--- config.mk ---
export PLATFORM = sky130hd
export DESIGN_NAME = bdm_cell
export DESIGN_NICKNAME = d
export VERILOG_FILES = /design/src/bdm_cell.sv
export SDC_FILE = /design/constraint.sdc
export NUM_CORES = 1
export LEC_CHECK = 0
export BUFFER_PORTS_ARGS = -buffer_cell sky130_fd_sc_hd__buf_2
export CAP_MARGIN = 20
export CORE_UTILIZATION = 45
export DETAILED_ROUTE_END_ITERATION = 16
export GPL_TIMING_DRIVEN = 0
export PLACE_DENSITY = 0.91
export SYNTH_ARGS = -nofsm -noshare
export SYNTH_HDL_FRONTEND = slang
export SYNTH_SLANG_ARGS = --single-unit
--- constraint.sdc ---
create_clock -name clk -period 1.1 [get_ports clk]
set_input_delay 0.055 -clock clk [delete_from_list [all_inputs] [get_ports clk]]
set_output_delay 0.055 -clock clk [all_outputs]
set_load 0.05 [all_outputs]
--- src/bdm_cell.sv ---
module bdm_cell (
  input  logic                 clk,
  input  logic                 rst,
  input  logic                 shift,
  input  logic [6*12-1:0]      col_in,
  output logic [6*12-1:0]      col_out
);
  always_ff @(posedge clk) begin
    if (rst) col_out <= '0;
    else if (shift) col_out <= col_in;
  end
endmodule

Word level (Yosys, flattened, before mapping) --
Cells that the tools add are included.
Storage, ports and cells: output and inout port bits 72, flip-flop bits (word level) 72, bits of input ports 75, logic and storage cells 1

Longest topological paths before layout --
Gate-level depths: netlist of run 1.
depth in word-level cells 0, depth in mapped cells 4, mapped depth without buffers 2

Worst setup path before layout of run 1 --
No wires, ideal clock.
kind reg-to-reg, start register, netlist name col_out[0], end register col_out[0], arrival 0.817 ns, required time 1.035 ns, cell stages (with the launch flop) 3, path slack 0.218 ns, buffers on the path 0, period minus slack after synthesis 0.882 ns, cell sequence dfxtp_1 -> mux2i_1 -> nor2_1
RTL lines:
- to (signal assigned) | line 10 | else if (shift) col_out <= col_in;
- to (decl) | line 6 | output logic [6*12-1:0] col_out

Worst setup path in the final report of run 1 --
start register col_out[52], end output port col_out[52]
No word-level cell between the ends.

==> metrics, run 1 <==
area of the multi-input gates ~1000 um^2; CP startpoint kind flop; clk sinks 72; clk slew on worst S/H paths 0.08 ns; Slew Viols, Final 0; Clock H-tree levels 3; Final Hold Fails 0; vias in the first global route about 2600; Resize count post-CTS 0; minimum clock period after layout 1.024 ns; First-pass DRT Iterations 4; crit end category primary output; flop2flop setup slack 0.39 ns; crit-path cells buf_2; RR Startpoint col_out[18]; Worst Max-Slew Pin Slew ~0.46 ns; XOR/XNOR Fraction of Synth Area 0%; via count 2467; filler cell count 329; Overall Global Routing Usage 25.08%; Achievable Freq 0.9762 GHz; critical path peak fanout 2; Synth Warn # 0; crit path to col_out[52]; clk_lat worst skew 0.33 ns; DRC Markers 0; PwrDens 1480 mW/mm^2; sequential cell area 0.001441 mm^2; post-synthesis mux area share 27.93%; final setup vio count 0; R2R cell count 2; Compound-Gate Fraction of Synth Area 0%; Initial Util a little under half; Hold WS 0.05954 ns; hold buffers post-CTS 71; WL/cell around 14 um; Yosys cell types 8; min-delay worst type input pin to flop; Post-CTS Setup Repair Bufs 0; area delta synth->final 67.36%; RSZ-0062 raised after global routing false; crit-path leading delay family flip-flops; Root Buffer clkbuf_8; reg2reg end col_out[18]; CTS tree done; max cap viols 0; largest net degree at the start of global routing 13; Top Registers col_out (72); layout cell share with drive strength beyond 1 around 36%; most flop-heavy register col_out; Max stage delay on crit path approximately 0.36 ns; Die Y 77.72 um; Setup Skew 0 ns; Final GP Congestion 0.7211; antenna diode count 0; Seq/Total Area, Yosys between 50 and 60%; main combinational cell family by area after synthesis multiplexers; synthesized cell area 0.002580 mm^2; LEAKAGE ~2.3 nW; Die Area 0.006040 mm^2; launch point of the worst path col_out[52]; DRT iter0 DRCs 53; Synth Instances 232; slowest CP cell dfxtp_1; row count 27; Crit path arrival time 0.97 ns; first-pass GRT wire length 11.68 mm; setup TNS 0 ns; Synth Area in Simple Gates about a tenth; Net Count, Synth ~300; die width 77.72 um; hpwl dp 4.201 mm; adder-cell share of the synthesized area 0%; Worst EP required 1.04 ns; initial antenna violation count 0; Avg Synthesized Cell Area 11.12 um^2; WL final 7.382 mm; register bit count reported by yosys slightly above 70; core box area 0.005507 mm^2; vias per cell 4.603; Buf/Inv on CP 1; post-route ant nets 0; Setup CP Type flop to primary output; CP Depth 1; number of port buffers around 140; Nets 534; gr ovfl total 0; status finished, final reports clean; total CTS buffers 9; max reg flops 72; IO Pins 147; Slew HR between 60% and 70%; CTS Buffer Depth 2; worst vdd ir 0.9973 mV; Tcrit/Tclk final 93.12%
-- metal layers --
metal,global-route usage (%),wire (um),share of wire (%)
met1,26.20,2897,39
met2,47.61,3871,52
met3,4.471,439,5.9
met4,12.45,174,2.4
met5,0,0,0
-- cell usage in the layout (no fill, tap or decap), drive strengths merged --
cell type / instances
dlygate4sd3: 72
clkinvlp: 2
mux2i: 72
buf: 157
dfxtp: 72
clkinv: 2
clkbuf: 14
bufinv: 1
nor2: 72
-- synthesized netlist by cell type (all sizes together) --
library cell | instances | area [um^2]
buf | 13 | 135.1
clkbuf | 3 | 12.51
mux2i | 72 | 720.7
nor2 | 72 | 270.3
dfxtp | 72 | 1441
-- per-stage QoR --
stage	utilization, %	power, W	cell area [um^2]	setup slack (ns)	instances
2_1_floorplan	-	0.003781	2580	0.2180	232
3_3_place_gp	61.58	0.004090	3391	0.2212	448
3_5_place_dp	61.58	0.004123	3391	0.1724	448
4_1_cts	78.23	0.006394	4308	0.07864	535
5_1_grt	78.41	0.006636	4318	0.02981	536
6_report	78.41	0.006389	4318	0.07565	536
-- cell families after synthesis --
kind of cell,Yosys count
buffers and inverters,16
DFF,72
muxes,72
and+or+nand+nor,72
-- worst min-delay path by stage --
stage / to / startpoint / cells past startpoint / slack (ns)
final: col_out[71] / rst / 2 / 0.06
after global routing: col_out[71] / rst / 2 / 0.08
after CTS: col_out[16] / col_in[16] / 3 / 0.0002
after detailed placement: col_out[21] / col_in[21] / 3 / 0.30
after global placement: col_out[3] / col_in[3] / 3 / 0.29
after floorplan: col_out[0] / col_in[0] / 2 / 0.20
-- power by group --
part	leakage (nW)	internal, W	switching [W]
Clock	0.101	0.00116	0.000933
Combinational	1.57	0.000554	0.000895
Sequential	0.595	0.00276	0.0000810
Total	2.27	0.00448	0.00191
-- cell type report --
| type | count | area share (%) |
|---|---|---|
| timing repair buffer | 216 | 33.38 |
| clock buffer | 11 | 3.506 |
| multi-input combinational | 144 | 22.95 |
| sequential | 72 | 33.38 |
| clock inverter | 5 | 1.275 |
| tap | 72 | 2.086 |
| buffer | 16 | 3.419 |
No activity file was read; power rests on OpenSTA's default activity.
==> inputs of run 2 (changes only) <==
--- a/config.mk
+++ b/config.mk
@@ -9,7 +9,6 @@
 export CAP_MARGIN = 20
 export CORE_UTILIZATION = 45
 export DETAILED_ROUTE_END_ITERATION = 16
-export GPL_TIMING_DRIVEN = 0
 export PLACE_DENSITY = 0.91
 export SYNTH_ARGS = -nofsm -noshare
 export SYNTH_HDL_FRONTEND = slang
==> constraint.sdc (replaced) <==
create_clock -name clk -period 1.3 [get_ports clk]
set_input_delay 0.065 -clock clk [delete_from_list [all_inputs] [get_ports clk]]
set_output_delay 0.065 -clock clk [all_outputs]
set_load 0.05 [all_outputs]
==> metrics, run 2 (synthesis results as in run 1) <==
setup ws final 0.2603 ns (+0.1847 ns); Comb power frac 21.2% (-1.5 points); Root Buffer clkbuf_8; Final Hold Fails 0 (unchanged); vias in the first global route 2493 (-3.5%); PwrDens 1331 mW/mm^2 (-10%); min-delay worst type input pin to flop; Overall Global Routing Usage 25.17% (+0.088 points); clk_lat worst skew 0.33 ns (about the same); hold-critical path depth 3 (+1); filler cell count 347 (+5.5%); DRT iter0 DRCs 67 (+26%); Max stage delay on crit path 0.36 ns (about the same); area of the multi-input gates 991.0 um^2 (unchanged); Worst Max-Slew Pin Slew 0.3009 ns (-0.1568 ns); Buf/Inv on CP 1 (unchanged); Crit path arrival time 0.97 ns (about the same); Initial Util 46.85% (unchanged); CTS tree done; R2R cell count 2 (unchanged); Switching Fraction 28.17% (-1.7 points); largest net degree at the start of global routing 73 (+60); post-route ant nets 0 (unchanged); Die Area 0.006040 mm^2 (unchanged); DRC Markers 0 (unchanged); WL/cell 13.76 um (-0.11%); Slew Viols, Final 0 (unchanged); max reg flops 72 (unchanged); antenna diode count 0 (unchanged); setup TNS 0 ns (unchanged); initial antenna violation count 0 (unchanged); max cap viols 0 (unchanged); layout cell share with drive strength beyond 1 36.44% (about the same); Top Registers col_out (72); Setup CP Type flop to primary output; worst vdd ir 0.9150 mV (-8.3%); clk sinks 72 (unchanged); sequential cell area 0.001441 mm^2 (unchanged); crit-path leading delay family flip-flops; Nets 520 (-2.6%); flop2flop setup slack 0.62 ns (+0.23 ns); minimum clock period after layout approximately 1.0 ns; fin area 0.004242 mm^2 (-1.8%); Die Y 77.72 um (unchanged); vias per cell 4.640 (+0.81%); IO Pins 147 (unchanged); Worst EP required 1.24 ns (+0.20 ns); number of port buffers 146 (+1.4%); core box area 0.005507 mm^2 (unchanged); gr ovfl total 0 (unchanged); LEAKAGE 2.239 nW (-1.4%); slowest CP cell dfxtp_1; CP Depth 1 (unchanged); pre-CTS setup slack 0.3813 ns (+0.2088 ns); area delta synth->final 64.40%; CP startpoint kind flop; Internal 0.004054 W (-9.5%); Post-CTS Setup Repair Bufs 0 (unchanged); Clock H-tree levels 3 (unchanged); most frequent cells in the layout 145 x buf_2, 72 x mux2i_1, 72 x nor2_1, 72 x dfxtp_1, 69 x dlygate4sd3_1; WL final 7.181 mm (-2.7%); Net Sw Power 0.001590 W (-17%); RR Startpoint col_out[26]; First-pass DRT Iterations 4 (unchanged); crit end category primary output; hpwl dp 3.813 mm (-9.2%); final setup vio count 0 (unchanged); clk slew on worst S/H paths 0.08 ns (about the same); Tcrit/Tclk final 79.98%; placed cell count 437 (-2.5%); critical path peak fanout 2 (unchanged); die width 77.72 um (unchanged); Core Util, Final 77.03% (-1.4 points); instance area at placement 0.003316 mm^2 (-2.2%); via count 2422 (-1.8%); commonest non-fill, non-tap cell in the layout buf_2; clock power share 36.2% (+3.4 points); RSZ-0062 raised after global routing false; Final GP Congestion 0.6845 (-5.1%); CTS Buffer Depth 2 (unchanged); reg2reg end col_out[26]; Layout Cells excl Fill 522 (-2.6%); row count 27 (unchanged); Resize count post-CTS 0 (unchanged); crit path to col_out[10]; total CTS buffers 9 (unchanged); Slew HR 79.94% (+10 points); Seq pwr share 42.6% (-1.9 points); launch point of the worst path col_out[10]; most flop-heavy register col_out; status finished, final reports clean; Worst Hold Launch col_in[71]; Achievable Freq 0.9618 GHz; Setup Skew 0 ns (unchanged); first-pass GRT wire length 11.65 mm (-0.29%); crit-path cells buf_2
[run 2: cell type report]
| class | count | share of cell area, % |
|---|---|---|
| timing repair buffer | 218 | 34.99 |
| clock buffer | 10 | 3.009 |
| tap | 72 | 2.124 |
| multi-input combinational | 144 | 23.36 |
| sequential | 72 | 33.98 |
| clock inverter | 6 | 2.537 |
[run 2: timing repair]
item / CTS / global route
endpoints found under the setup margin: 0 / 0
hold endpoints to repair: 69 / 0
hold buffers: 69 / 0
[run 2: routing by layer]
layer  share of wire, %  track usage (%)  vias to the layer above
li1                   -                -                     1191
met1                 38            26.32                     1116
met2                 54            47.79                      102
met3                6.3            4.706                       13
met4                1.8            12.08                        0
met5                  0                0                        -
[run 2: worst min-delay path by stage]
| stage | slack [ns] | end |
|---|---|---|
| final | 0.01 | col_out[71] |
| after global routing | 0.02 | col_out[41] |
| after CTS | 0.006 | col_out[71] |
| after detailed placement | 0.31 | col_out[10] |
| after global placement | 0.30 | col_out[38] |
| after floorplan | 0.21 | col_out[0] |
[run 2: through the flow]
| step | hold WS (ns) | total power, W |
|---|---|---|
| after detailed placement | 0.3113 | 0.003466 |
| final | 0.01386 | 0.005644 |
| after global placement | 0.2955 | 0.003443 |
| after global routing | 0.01560 | 0.005876 |
| after CTS | 0.005812 | 0.005673 |
| after floorplan | 0.2122 | 0.003199 |
[run 2: worst reg2reg max path, stage by stage (launching register included)]
cell     delay [ns]
dfxtp_1        0.33
mux2i_1        0.17
nor2_1         0.06
[run 2: power groups by stage]
stage	clock, W	combinational, W	sequential (W)
floorplan	0	0.000293	0.00291
global placement	0	0.00100	0.00244
detailed placement	0	0.00102	0.00245
CTS	0.00209	0.00118	0.00240
global route	0.00220	0.00126	0.00242
finish	0.00204	0.00119	0.00241
