$ cat src/bdm_ram.sv
module bdm_ram #(
  parameter int Width = 12,
  parameter int Depth = 16
) (
  input  logic                     clk,
  input  logic                     we,
  input  logic [$clog2(Depth)-1:0] waddr,
  input  logic [Width-1:0]         wdata,
  input  logic [$clog2(Depth)-1:0] raddr,
  output logic [Width-1:0]         rdata
);
  logic [Width-1:0] mem [Depth];

  always_ff @(posedge clk) begin
    if (we) mem[waddr] <= wdata;
    rdata <= mem[raddr];
  end
endmodule

$ cat config.mk
export PLATFORM = sky130hd
export DESIGN_NAME = bdm_ram
export DESIGN_NICKNAME = d
export VERILOG_FILES = /design/src/bdm_ram.sv
export SDC_FILE = /design/constraint.sdc
export NUM_CORES = 1
export LEC_CHECK = 0
export BUFFER_PORTS_ARGS = -buffer_cell sky130_fd_sc_hd__buf_4
export CAP_MARGIN = 20
export CORE_MARGIN = 2
export CORE_UTILIZATION = 60
export DETAILED_ROUTE_END_ITERATION = 7
export MAX_ROUTING_LAYER = met4
export PLACE_DENSITY = 0.75
export SLEW_MARGIN = 10
export SYNTH_ARGS = -nofsm -noshare
export SYNTH_HDL_FRONTEND = slang
export SYNTH_SLANG_ARGS = --single-unit
$ cat constraint.sdc
create_clock -name clk -period 3.5 [get_ports clk]
set_input_delay 0.35 -clock clk [delete_from_list [all_inputs] [get_ports clk]]
set_output_delay 0.35 -clock clk [all_outputs]
set_load 0.01 [all_outputs]
* After elaboration in Yosys (flattened, before gate mapping) *
Memories as Yosys holds them, arrays and structs flattened. A register that Yosys moved wholly into a read port is not among the register bits.
Cells that the tools add are included.

storage, ports and cells
  bits in writable memories = 192
  bits in latches = 0
  output and inout port bits = 12
  bits in read-only memories = 0
  memories = 1
  bits in registers = 0
  logic and storage cells = 3

memory list
  name  words  width  read ports  clocked after memory_dff  write ports  RTL line  RTL
  mem   16     12     1           1                         1            12        logic [Width-1:0] mem [Depth];

cells by class
  $add $sub $neg = 0
  multiply operators = 0
  bitwise gates (word level) = 0
  divide/modulo/power cells = 0
  shifts and indexed selects = 0
  equality and inequality tests = 0
  reductions and logical operators = 0
  magnitude comparators = 0
  muxes and demuxes = 2

operators by type and width
  operator           count
  two-way mux 1 bit  2

* Longest topological paths before layout *
Gate-level depths: netlist of run 1.

  depth after elaboration = 2
  depth in mapped cells = 5
  mapped depth without buffers = 3

* Worst setup path before layout of run 1 *
No wires, ideal clock.

  kind = input-to-reg
  start = input port waddr[2]
  end = memory mem[0][0] (enable)
  setup slack = 1.450 ns
  cell stages on the path = 2
  arrival = 1.653 ns
  cell sequence = or3b_1 nor3_1

RTL lines
  item             RTL line  RTL
  start, declared  7         input logic [$clog2(Depth)-1:0] waddr,
  end, declared    12

Straight into the memory's write port.

==> metrics.md, run 1 <==
| Metric | Value |
|---|---|
| CP Launch Type | `primary input` |
| Die W | `117 µm` |
| IO Port Bufs | `33` |
| Drt first-iter violations | `373` |
| Io pins | `34` |
| GRT met1 Usage | `0.341` |
| Fin. Hold Viols | `0` |
| TritonRoute pass-1 iters | `5` |
| CP endpoint | `rdata[2]` |
| Clock transition at path regs | `0.06 ns` |
| Minimum clock period | `1.57 ns` |
| Num CTS Buffers | `20` |
| CP peak stage delay | `approximately 0.59 ns` |
| Ranking of synthesized cells by area | `edfxtp_1 76%, mux4_2 9.8%, mux4_1 5.2%` |
| Synth Instances | `329` |
| Hold_ws | `0.161 ns` |
| Setup CP Type | `primary input to register` |
| Die area | `approximately 0.014 mm²` |
| Status | `completed` |
| Power per cell area | `583 mW/mm²` |
| CP cell instances | `buf_4 -> buf_12 -> mux4_1 -> a22oi_1 -> nand2_1` |
| CP top delay family | `buffers and inverters` |
| Total setup buffers inserted after CTS | `0` |
| Via Count | `3,517` |
| Remaining antenna violation count | `0` |
| Seq/Total Area, Yosys | `0.790` |
| Deepest clock path buffer count | `3` |
| Period utilization | `0.449` |
| Worst vdd ir | `0.431 mV` |
| Leakage | `around 3 nW` |
| # setup viols final | `0` |
| Final core occ | `0.703` |
| Grt met3 use | `0.0291` |
| RSZ-0062 raised after global routing | `no` |
| Yosys reg bits | `204` |
| CP Capture Type | `register` |
| Crit-path slowest cell | `mux4_1` |
| Post-CTS sizing | `0` |
| Largest net degree at the start of global routing | `49` |
| Grt total ovfl | `0` |
| Die Y | `117 µm` |
| Critical Path Fanout Max | `28` |
| Nets@finish | `between 400 and 500` |
| WL/cell | `25.4 µm` |
| Share of cells above drive strength 1 | `0.297` |
| Syn Area/Cell | `23.1 µm²` |
| CTS tree | `yes` |
| Worst Path Required | `3.87 ns` |
| Met2 Use GR | `0.363` |
| CTS root buffer | `clkbuf_16` |
| CP Depth | `5` |
| HPWL reported at the end of detailed placement | `~8.4 mm` |
| CTS HTree Levels | `1` |
| Total wire length | `approximately 15 mm` |
| Worst slew pin tran | `1.12 ns` |
| Worst EP arrival | `around 2.0 ns` |
| Yosys top cell by area | `edfxtp_1` |
| First-pass GRT wire length | `21.7 mm` |
| Buf/Inv on CP | `2` |
| Antenna violations before repair | `0` |
| Number of global-route vias before repair | `between 3,000 and 4,000` |
| GR Util All Layers | `0.233` |
| CP Launch Point | `raddr[0]` |
| Distinct cells, synth | `18` |
| Critical R2R Capture | `rdata[3]` |
| Hold depth | `1` |
| Max Cap Viol | `0` |
| Fin Setup TNS | `0 ns` |
| Post-synth net total | `351` |
| RePlAce Congestion | `around 0.76` |
| Pins Over Slew Limit | `0` |
| Clock skew | `0.0118 ns` |
| Diode count | `0` |
| Worst skew pair latency | `0.49 ns` |
| Yosys top cell area share | `0.759` |
| Vias per cell | `6.14` |
| Remaining DRCs | `0` |
| Core Box Area | `0.0125 mm²` |
| Worst slew margin | `0.249` |
| Num rows | `41` |
| Reg-to-Reg Start | `mem[11][3]` |
| Clk sinks | `204` |
| Area of the mapped netlist | `0.00760 mm²` |
| Fmax | `636 MHz` |
| Syn-to-layout area delta | `15.8%` |
| YS warnings | `0` |
| Top Usage Layer GRT | `met2` |
| HP Class | `primary input to register` |
| Initial Util | `0.607` |
| Number of cells on the worst reg-to-reg path | `3` |
| Post-CTS Hold Fix Bufs | `0` |
| R2r setup slk | `2.06 ns` |
==> report_power, final <==
group | total, mW | internal [mW] | switching (mW) | leakage (nW)
registers | 2.75 | 2.73 | 0.0167 | 1.84
logic | 0.257 | 0.117 | 0.141 | 0.771
clock network | 2.13 | 1.30 | 0.830 | 0.331
==> state kept, by name, summed over array words and instances (netlist names) <==
signal,count
mem,192
rdata,12
==> how the worst min path moves through the flow <==
stage	to	slack (ns)	startpoint
3_5_place_dp	mem[11][10]	0.65	wdata[10]
3_3_place_gp	mem[12][6]	0.64	wdata[6]
4_1_cts	mem[2][4]	0.15	wdata[4]
6_report	mem[8][4]	0.16	wdata[4]
5_1_grt	mem[8][4]	0.16	wdata[4]
2_1_floorplan	mem[0][0]	0.45	wdata[0]
==> per-stage QoR <==
step	power (mW)	area, µm²	setup WS (ns)	std cells
floorplan	2.94	7600	1.45	329
global placement	3.05	8120	1.35	536
detailed placement	3.06	8120	1.33	536
CTS	5.17	8780	1.81	571
global route	5.29	8800	1.80	573
finish	5.13	8800	1.93	573
==> layout by cell type (no fill, tap or decap), drive strengths merged <==
cell	count
clkbuf	26
mux4	48
edfxtp	192
nor2	13
nor2b	2
nand3	1
buf	51
nand2	13
clkinv	7
or3b	1
nor3	4
and2	1
nand3b	2
a22oi	24
nand2b	2
bufinv	2
dfxtp	12
==> cell type report <==
cell class	instances	area [µm²]
flip-flops and latches	204	6010
repair buffers	51	399
clock inverters	9	91.3
clock buffers	26	574
fillers	791	3710
well taps	172	215
multi-input cells	111	1520
==> synthesized netlist by cell type <==
library cell / count
mux4_2: 33
nor2b_1: 2
nand3_1: 1
a22oi_1: 24
nor3_1: 4
nor2_1: 13
or3b_1: 1
nand2b_1: 2
buf_12: 2
nand2_1: 13
nand3b_1: 2
buf_2: 5
dfxtp_1: 12
edfxtp_1: 192
clkbuf_1: 6
mux4_1: 15
buf_6: 1
and2_1: 1
==> logic make-up (layout without fill, tap and decap cells) <==
family / count (synthesis) / in the layout / share of synthesized area
and+or+nand+nor: 39 / 39 / 0.0234
buffers and inverters: 14 / 86 / 0.0130
muxes: 48 / 48 / 0.150
AOI/OAI and AO/OA: 24 / 24 / 0.0237
DFF: 204 / 204 / 0.790
==> layer usage <==
layer / wire [µm] / part of all wire / vias to the layer above
li1: - / - / 1521
met1: 6330 / 0.43 / 1856
met2: 7240 / 0.50 / 119
met3: 733 / 0.050 / 21
met4: 276 / 0.019 / 0
met5: 0 / 0 / -
Note: power is estimated with default switching activity, not from simulation.
==> inputs of run 2 (changes only) <==
clock period = 1.5 ns   (was 3.5 ns; I/O delays follow)
==> run 2 against run 1 <==
Clock power is 140% higher. Critical endpoint unchanged. Sequential share of layout area decreased by 2.3 points. Register-to-register slack got worse by 1.9 ns. Worst hold slack better by 0.029 ns. Largest cell class unchanged.
==> metrics.md, run 2 (synthesis gave the netlist of run 1 again) <==
| Metric | Value |
|---|---|
| Status | `completed` |
| Largest Register | `mem` |
| Met2 routed WL | `7.84 mm` |
| CTS root buffer | `clkbuf_16` |
| Met1 WL | `5.74 mm` |
| Num CTS Buffers | `21` |
| IO Port Bufs | `33` |
| Post-route setup slack | `0.157 ns` |
| GR Util All Layers | `0.249` |
| Worst slew margin | `0.343` |
| Worst skew pair latency | `0.48 ns` |
| Die area | `around 0.014 mm²` |
| Antenna violations before repair | `0` |
| First-pass GRT wire length | `about 23 mm` |
| Dpl cells | `550` |
| Die Y | `~120 µm` |
| Initial Util | `0.607` |
| Number of cells on the worst reg-to-reg path | `3` |
| Wire length on met3 | `1.39 mm` |
| Minimum clock period | `~1.3 ns` |
| Nets@finish | `between 400 and 500` |
| Grt total ovfl | `0` |
| CP Launch Type | `register` |
| CP peak stage delay | `0.54 ns` |
| CP top delay family | `multiplexers` |
| Io pins | `34` |
| CTS tree | `yes` |
| Worst slew pin tran | `0.983 ns` |
| Power per cell area | `1340 mW/mm²` |
| WL/cell | `25.6 µm` |
| Hold_ws | `0.190 ns` |
| Num rows | `41` |
| CP Capture Type | `register` |
| CTS HTree Levels | `1` |
| Buf/Inv on CP | `0` |
| Pins Over Slew Limit | `0` |
| Most frequent cells in the layout | `192 x edfxtp_1, 55 x buf_4, 33 x mux4_2` |
| CP Depth | `3` |
| Period utilization | `0.896` |
| Max Cap Viol | `0` |
| # setup viols final | `0` |
| Crit-path slowest cell | `mux4_1` |
| Fmax | `roughly 740 MHz` |
| Worst vdd ir | `1.03 mV` |
| TritonRoute pass-1 iters | `4` |
| Worst Path Required | `1.87 ns` |
| Leakage | `3.07 nW` |
| Deepest clock path buffer count | `3` |
| Remaining antenna violation count | `0` |
| Critical Path Fanout Max | `1` |
| Die W | `117 µm` |
| Worst EP arrival | `roughly 1.7 ns` |
| Setup CP Type | `register to register` |
| Total setup buffers inserted after CTS | `0` |
| Via Count | `3,609` |
| Syn-to-layout area delta | `19.8%` |
| Core Box Area | `0.0125 mm²` |
| Clock transition at path regs | `0.06 ns` |
| Diode count | `0` |
| Drt first-iter violations | `between 300 and 400` |
| Fin. Hold Viols | `0` |
| Vias per cell | `6.04` |
| Tot Pwr | `~12 mW` |
| CP cell instances | `mux4_1 -> a22oi_1 -> nand2_1` |
| Largest net degree at the start of global routing | `26` |
| HPWL reported at the end of detailed placement | `8.85 mm` |
| RePlAce Congestion | `0.775` |
| Number of global-route vias before repair | `3,733` |
| Remaining DRCs | `0` |
| Clock skew | `0.00973 ns` |
| Worst slack, placed | `-0.0394 ns` |
| Non-Filler Instances | `598` |
| Most common cell after layout, fill and taps aside | `edfxtp_1` |
| HP Class | `primary input to register` |
| Total wire length | `between 15 and 20 mm` |
| Hold depth | `3` |
| Clk sinks | `204` |
| Largest registers | `mem: 192 flops, rdata: 12 flops` |
| Largest register FFs | `between 150 and 200` |
| RSZ-0062 raised after global routing | `no` |
| Top sig layer | `met4` |
| Share of cells above drive strength 1 | `0.305` |
==> run 2: repair_timing <==
item / 4_1_cts / 5_1_grt
hold endpoints to repair: 192 / 0
hold buffers: 12 / 0
gates resized for setup: 0 / 0
setup endpoints to repair: 0 / 0
==> run 2: routing by layer <==
| layer | track usage | vias up |
|---|---|---|
| li1 | - | 1578 |
| met2 | 0.393 | 174 |
| met3 | 0.0327 | 33 |
| met1 | 0.350 | 1824 |
| met4 | 0.0784 | 0 |
| met5 | - | - |
==> run 2: area by class of cell <==
type / instances / area [µm²]
flip-flops and latches: 204 / 6010
fillers: 739 / 3410
multi-input cells: 111 / 1520
repair buffers: 75 / 693
clock buffers: 24 / 537
well taps: 172 / 215
clock inverters: 12 / 140
==> run 2: power by group <==
group          internal (mW)  leakage [nW]  switching, mW
clock                   3.09         0.331           2.02
combinational          0.319         0.908          0.342
sequential              6.37          1.84         0.0380
==> run 2: path summary, 6_finish.rpt <==
kind                                  from   endpoint  slack (ns)
worst min register to register  mem[12][6]   rdata[6]        0.67
worst min-delay path              waddr[0]  mem[8][5]        0.19
worst max-delay path             mem[0][2]   rdata[2]        0.16
worst max register to register   mem[0][2]   rdata[2]        0.16
==> run 2: worst min-delay path, cell delays in order <==
cell and delay, ns:
buf_4 0.13, nor3_2 0.07, buf_12 0.15
==> run 2: stage by stage <==
step	instance area, µm²	utilization	setup TNS (ns)
after floorplan	7620	-	-0.639
after global placement	8310	0.664	-0.0959
after detailed placement	8310	0.664	-0.138
after CTS	9110	0.728	0
after global routing	9110	0.728	0
final	9110	0.728	0
