--- config.mk ---
export PLATFORM = sky130hd
export DESIGN_NAME = bdm_kernel
export DESIGN_NICKNAME = d
export VERILOG_FILES = /design/src/bdm_pkg.sv /design/src/bdm_kernel.sv
export SDC_FILE = /design/constraint.sdc
export NUM_CORES = 2
export LEC_CHECK = 0
export BUFFER_PORTS_ARGS = -buffer_cell sky130_fd_sc_hd__buf_2
export CAP_MARGIN = 20
export CORE_MARGIN = 2
export CORE_UTILIZATION = 62
export DETAILED_ROUTE_END_ITERATION = 10
export PLACE_DENSITY_LB_ADDON = 0.2
export SYNTH_ARGS = -nofsm -noshare
export SYNTH_HDL_FRONTEND = slang
export SYNTH_SLANG_ARGS = --single-unit
--- constraint.sdc ---
create_clock -name clk -period 17.2 [get_ports clk]
set_clock_uncertainty 0.2 [all_clocks]
set_input_delay 0 -clock clk [delete_from_list [all_inputs] [get_ports clk]]
set_output_delay 0 -clock clk [all_outputs]
set_load 0.005 [all_outputs]
--- src/bdm_pkg.sv ---
package bdm_pkg;
  localparam int MaxWidthDefault = 2048;
  localparam int LineCount = 5;
  localparam int Win = 6;
  localparam int SampleW = 12;
  localparam int RowW = 12;
  localparam int ColW = 11;
  localparam int CfgW = 12;
  localparam int SumW = 18;
  localparam logic [CfgW-1:0] WidthReset = 12'd2048;
  localparam logic [CfgW-1:0] HeightReset = 12'd1080;
  localparam logic [0:0] RegWidth = 1'b0;
  localparam logic [0:0] RegHeight = 1'b1;

  typedef logic [SampleW-1:0] sample_t;

  typedef struct packed {
    logic [RowW-1:0] pixel_row;
    logic [ColW-1:0] pixel_col;
    logic [7:0]      blue;
    logic [7:0]      green;
    logic [7:0]      red;
    logic            last_of_quad;
  } pixel_t;

  typedef struct packed {
    logic [RowW-1:0] row;
    logic [ColW-1:0] col;
  } quad_pos_t;

  function automatic logic [7:0] to8(input logic signed [SumW-1:0] v);
    logic [7:0] res;
    if (v < 0) res = 8'd0;
    else if (v > 18'sd4095) res = 8'hff;
    else res = v[11:4];
    return res;
  endfunction
endpackage

--- src/bdm_kernel.sv ---
module bdm_kernel (
  input  logic           clk,
  input  logic           rst,
  input  logic           start,
  input  bdm_pkg::quad_pos_t pos,
  input  logic [36*12-1:0] win,
  input  logic           out_ready,
  output logic           busy,
  output logic           out_valid,
  output bdm_pkg::pixel_t out_pix
);
  import bdm_pkg::*;

  logic signed [SumW-1:0] g1, b1, r2, b2, r3, b3, r4, g4;
  logic signed [SumW-1:0] rc_s, bc_s, g01_s, g10_s;
  pixel_t q [4];
  logic [2:0] cnt;
  logic [1:0] idx;

  function automatic logic signed [SumW-1:0] p(input logic [36*12-1:0] w,
                                               input int dr, input int dc);
    return SumW'({6'd0, w[((2+dr)*6+(2+dc))*12 +: 12]});
  endfunction

  logic signed [SumW-1:0] rfar, bfar, s1, s2;
  always_comb begin
    rfar = p(win,-2,0) + p(win,0,-2) + p(win,0,2) + p(win,2,0);
    bfar = p(win,-1,1) + p(win,1,-1) + p(win,1,3) + p(win,3,1);
    g1 = SumW'((4*p(win,0,0) - rfar
                + 2*(p(win,-1,0)+p(win,0,-1)+p(win,0,1)+p(win,1,0))) >>> 3);
    b1 = SumW'((12*p(win,0,0) - 3*rfar
                + 4*(p(win,-1,-1)+p(win,-1,1)+p(win,1,-1)+p(win,1,1))) >>> 4);
    s1 = (p(win,-2,1) + p(win,2,1)) >>> 1;
    r2 = SumW'((4*(p(win,0,0)+p(win,0,2)) - (p(win,-1,0)+p(win,-1,2)+p(win,0,-1)
                + p(win,0,3) + p(win,1,0)+p(win,1,2)) + s1 + 5*p(win,0,1)) >>> 3);
    s2 = (p(win,0,-1) + p(win,0,3)) >>> 1;
    b2 = SumW'((4*(p(win,-1,1)+p(win,1,1)) - (p(win,-2,1)+p(win,-1,0)+p(win,-1,2)
                + p(win,1,0) + p(win,1,2)+p(win,2,1)) + s2 + 5*p(win,0,1)) >>> 3);
    r3 = SumW'((4*(p(win,0,0)+p(win,2,0)) - (p(win,-1,0)+p(win,0,-1)+p(win,0,1)
                + p(win,2,-1) + p(win,2,1)+p(win,3,0)) + ((p(win,1,-2)+p(win,1,2)) >>> 1)
                + 5*p(win,1,0)) >>> 3);
    b3 = SumW'((4*(p(win,1,-1)+p(win,1,1)) - (p(win,0,-1)+p(win,0,1)+p(win,1,-2)
                + p(win,1,2) + p(win,2,-1)+p(win,2,1)) + ((p(win,-1,0)+p(win,3,0)) >>> 1)
                + 5*p(win,1,0)) >>> 3);
    r4 = SumW'((4*(p(win,0,0)+p(win,0,2)+p(win,2,0)+p(win,2,2)) - 3*bfar
                + 12*p(win,1,1)) >>> 4);
    g4 = SumW'((4*p(win,1,1) - bfar
                + 2*(p(win,0,1)+p(win,1,0)+p(win,1,2)+p(win,2,1))) >>> 3);
    rc_s = p(win,0,0);
    bc_s = p(win,1,1);
    g01_s = p(win,0,1);
    g10_s = p(win,1,0);
  end

  assign busy = (cnt != 3'd0);
  assign out_valid = busy;
  assign out_pix = q[idx];

  always_ff @(posedge clk) begin
    if (rst) begin
      cnt <= '0;
      idx <= '0;
    end else if (start) begin
      cnt <= 3'd4;
      idx <= '0;
    end else if (busy && out_ready) begin
      cnt <= cnt - 3'd1;
      idx <= idx + 2'd1;
    end
    if (start) begin
      q[0] <= '{pos.row, pos.col, to8(b1), to8(g1), to8(rc_s), 1'b0};
      q[1] <= '{pos.row, pos.col + ColW'(1), to8(b2), to8(g01_s), to8(r2), 1'b0};
      q[2] <= '{pos.row + RowW'(1), pos.col, to8(b3), to8(g10_s), to8(r3), 1'b0};
      q[3] <= '{pos.row + RowW'(1), pos.col + ColW'(1), to8(bc_s), to8(g4), to8(r4),
                1'b1};
    end
  end
endmodule

; ---- Word level (Yosys, flattened, before mapping)
; Memories as Yosys holds them, arrays and structs flattened. A register that Yosys moved wholly into a read port is not among the register bits.
; Index checks and enable logic that the tools add are counted.
[classes]
n_addsub = 67
mul = 6
magnitude_cmp = 24
mux = 42
reduce_logical = 4
[ops]
columns = op, n
row1 = two-way mux 8 bit, 36
row2 = adder 12 x 12 -> 13 bit, 16
row3 = adder 14 x 12 -> 15 bit, 10
row4 = adder 13 x 12 -> 14 bit, 9
row5 = subtractor 15 x 17 -> 18 bit, 4
row6 = adder 16 x 12 -> 17 bit, 4
row7 = adder 15 x 12 -> 16 bit, 4
row8 = adder 19 x 16 -> 20 bit, 3
row9 = "greater-than comparator 15 x 13 -> 1 bit, second input constant", 4
row10 = "less-than comparator 15 x 1 -> 1 bit, second input constant", 4
row11 = adder 18 x 13 -> 19 bit, 3
row12 = "greater-than comparator 17 x 13 -> 1 bit, second input constant", 3
row13 = "less-than comparator 17 x 1 -> 1 bit, second input constant", 3
row14 = "greater-than comparator 12 bit, second input constant", 4
row15 = "less-than comparator 12 x 1 -> 1 bit, second input constant", 4
row16 = adder 16 x 17 -> 18 bit, 2
row17 = "multiplier 2 x 15 -> 17 bit, first input constant", 2
row18 = subtractor 14 x 15 -> 16 bit, 2
row19 = "multiplier 3 x 12 -> 15 bit, first input constant", 2
row20 = "multiplier 2 x 12 -> 14 bit, first input constant", 2
row21 = adder 21 x 13 -> 21 bit, 1
row22 = adder 21 x 16 -> 21 bit, 1
row23 = adder 18 x 17 -> 19 bit, 1
row24 = adder 18 x 18 -> 19 bit, 1
row25 = other kinds (15), 18
[word_totals]
reg_bits = 5
mem_bits_rw = 192
input_bits = 459
output_inout_bits = 50
wordCells = 147
n_memories = 1
[memory_table]
columns = memory, depth, width, read_ports, rd_ports_with_merged_regs, wr, line
row1 = q, 4, 48, 1, 1, 4, bdm_kernel.sv:16  ; pixel_t q [4];

; ---- Longest topological paths before layout
[depth]
word_depth = 12
ltp_mapped = 31
depth_no_buf = 31

; ---- Worst setup path after synthesis
; No wires, ideal clock.
[synth_timing]
kind = input -> register
from = input port win[97]
to = memory q[2][8] (netlist name) (data pin)
setup_ns = 0.282
arrival_time_ns = 6.310
setup_slack_ns = 10.408
path_stages = 28
path_cell_list = inv_1 fa_1 inv_1 ha_1 fa_1 a21o_1 a21oi_1 o21bai_1 a2111o_1 a31o_2 a21oi_1 xnor2_1 fa_1 inv_1 fa_1 ha_1 o21ai_0 a41oi_1 o21a_1 nor2_1 xnor2_1 ha_1 ha_1 a2111oi_0 a21oi_1 a21o_1 a31oi_1 a311oi_1
[synth_lines]
columns = element, line
row1 = from (decl), bdm_kernel.sv:6  ; input logic [36*12-1:0] win,
row2 = to (decl), bdm_kernel.sv:16

==> impl_metrics.ini <==
[detailed_routing]
drt-initial-drc-count = 2212
drtPass1Iterations = 5
viasPerCell = 6.01
detail-route-antenna-nets = 0
wirelength_mm = 103
drc = 0
drt-wirelength-per-cell_um = 22.6
dr_total_vias = 27500

[clocking]
cts_max_level = 4
ctsResizeCount = 0
worstSkewPairLatency_ns = 0.43
path_clk_slew_ns = 0.06
cts.sink_count = 149
numCtsBuffers = 17
clock_path_buffers = 2
cts_root_buf = clkbuf_16
cts_tree = done

[floorplanning]
fp.dieW_um = 236
die_area_um2 = 55500
core_area_um2 = 52800
die_y_um = 236
io_pins = 509
num_rows = 84
start_util_pct = 63.1

[synth]
synthFlopType = edfxtp_1
synth-edff-count = 142
syn_inst = 3484
syn_area_per_cell_um2 = 9.55
syn-cell-area_um2 = 33300
yosys_warnings = 0
ys_types = 84
ys_seq_area_share_pct = 13.2
synth_seq_cells = 149
synth_async_sr_flop_share_pct = 0
synth_fp_nets = 4866

[global_routing]
grt_pass1_wl_mm = 159
grt_overflow = 0
first_global_vias = 28000
grt_usage_pct = 38.0
grt_max_degree = 84
antenna_found_initial = 8

[layout]
n_fill_cell = 4229
drive_gt1_share_pct = 12.7
syn_to_final_growth_pct = 11.2
fin_nets = 5263

[placed_design]
gp_congestion = 1.02
io_buffer_count = 364
dp_hpwl_mm = 89.8

[outcome]
status = completed

[worst_setup_path]
crit_type = input port to flop
r2r-start = cnt[0]
cp_max_fo = 8
critPathLaunch = win[244]
critPathLaunchType = input port
arrival_ns = 8.09
crit_required_ns = 17.09
end_kind = flop

[sta]
min_period_over_period_pct = 47.7
tns_ns = 0
drv_slew = 0
hold_violations = 0
worst_pin_slew_ns = 1.17
maxSlewHeadroom_pct = 21.4
setup_viol = 0
max_freq_mhz = 122
rsz0062_at_grt = no
fin_crit_ns = 8.20

[min_path]
worst_hold_startpoint = pos[10]
hold_path.class = input port to flop

[flow_run]
maxCapViolCount = 0
[metrics by stage]
stage / setup WS, ns / hold slack, ns / area, um2 / std cells / util, %
finish: 9.00 / 0.123 / 37000 / 4584 / 70.1
global route: 8.89 / 0.121 / 37000 / 4582 / 70.1
CTS: 9.28 / 0.0917 / 37000 / 4581 / 70.1
detailed placement: 9.22 / 0.00805 / 35800 / 4490 / 67.8
global placement: 9.27 / 0.00216 / 35800 / 4490 / 67.8
floorplan: 10.41 / -0.128 / 33300 / 3484 / -
[critical path, stage by stage]
cell,delay [ns]
dlygate4sd3_1,0.52
buf_2,0.31
inv_1,0.15
fa_1,0.48
fa_1,0.50
inv_1,0.06
fa_1,0.51
fa_1,0.55
inv_1,0.04
ha_1,0.34
o21ai_0,0.13
o21bai_1,0.16
a21oi_1,0.10
xnor2_1,0.33
fa_1,0.52
ha_1,0.32
nand2_1,0.07
nor4_1,0.83
o2111ai_1,0.24
a31oi_1,0.37
a211oi_1,0.19
nor2_1,0.12
nor2_1,0.06
o21a_1,0.26
o31ai_1,0.89
[path summary, 6_finish.rpt]
path,cells after the start,endpoint,slack (ns)
setup / recovery,25,q[1][2],9.00
setup reg to reg,9,cnt[2],14.99
hold reg to reg,2,cnt[1],0.31
hold / removal,2,q[2][35],0.12
[flip-flops by register name, indices dropped and copies added (netlist names), named ones only]
name  count
q       142
cnt       3
idx       2
[what timing repair did]
action	CTS	global route
hold buffers	60	0
endpoints found under the hold margin	163	0
buffers inserted	0	0
[area by class of cell]
cell class,count,area (um2),area share (%)
Tap cell,688,861,2.33
Timing Repair Buffer,426,2440,6.60
Clock inverter,14,176,0.477
Multi-Input combinational cell,2715,26500,71.7
Clock buffer,17,425,1.15
Antenna cell,3,7.51,0.0203
Inverter,572,2150,5.80
Sequential cell,149,4410,11.9
[per-layer routing]
layer | vias up | GRT usage (%) | wire length, um
li1 | 12800 | - | -
met1 | 13400 | 49.1 | 41300
met2 | 1121 | 63.2 | 48600
met3 | 223 | 7.47 | 8710
met4 | 4 | 15.0 | 4750
met5 | - | 0 | 27
[placed cells by master (no fill, tap or decap), types with 8 or more instances in the layout]
| master | count |
|---|---|
| a211oi_1 | 37 |
| a21o_1 | 104 |
| a21oi_1 | 251 |
| a31o_2 | 16 |
| a31oi_1 | 17 |
| a41oi_1 | 9 |
| and2_1 | 13 |
| and3_1 | 12 |
| buf_2 | 363 |
| clkbuf_16 | 17 |
| dlygate4sd3_1 | 60 |
| edfxtp_1 | 142 |
| fa_1 | 418 |
| ha_1 | 505 |
| inv_1 | 571 |
| mux2_2 | 23 |
| mux4_2 | 24 |
| nand2_1 | 128 |
| nand2b_1 | 20 |
| nand3_1 | 65 |
| nand4_1 | 11 |
| nor2_1 | 211 |
| nor2b_1 | 33 |
| nor3_1 | 69 |
| o2111ai_1 | 15 |
| o21a_1 | 38 |
| o21ai_0 | 122 |
| o21bai_1 | 63 |
| o31ai_1 | 10 |
| o41ai_1 | 8 |
| or2_2 | 13 |
| or3_1 | 24 |
| xnor2_1 | 232 |
| xor2_1 | 105 |
[Yosys cell counts, drive strengths merged, types with 13 or more instances]
master	instances	share of area, %
clkbuf	43	0.49
or2	13	0.24
nand2b	20	0.38
nor2b	33	0.62
or3	24	0.45
a211oi	37	0.83
ha	505	19
xor2	105	2.8
o21a	38	0.86
mux4	24	1.6
edfxtp	142	13
mux2	23	0.78
o2111ai	15	0.39
o21bai	63	1.4
inv	572	6.5
xnor2	232	6.1
a31o	16	0.42
a21oi	252	3.8
nand3	65	0.98
o21ai	129	2.0
nor3	70	1.1
nor2	212	2.4
nand2	128	1.4
a31oi	19	0.42
a21o	104	2.3
and2	14	0.26
fa	418	25
[logic make-up (layout without fill, tap and decap cells)]
family	after synthesis	after routing	synth area share, %
compound gates	777	777	15.3
xor+xnor	337	337	8.87
fa+ha+maj	923	923	44.1
buf+inv	620	1029	7.03
flops	149	149	13.2
mux	47	47	2.40
other cells	0	3	0
simple gates	631	631	8.99
Power is not shown: default switching activity piles up to over one toggle a cycle in this logic, so the estimate is an artifact.
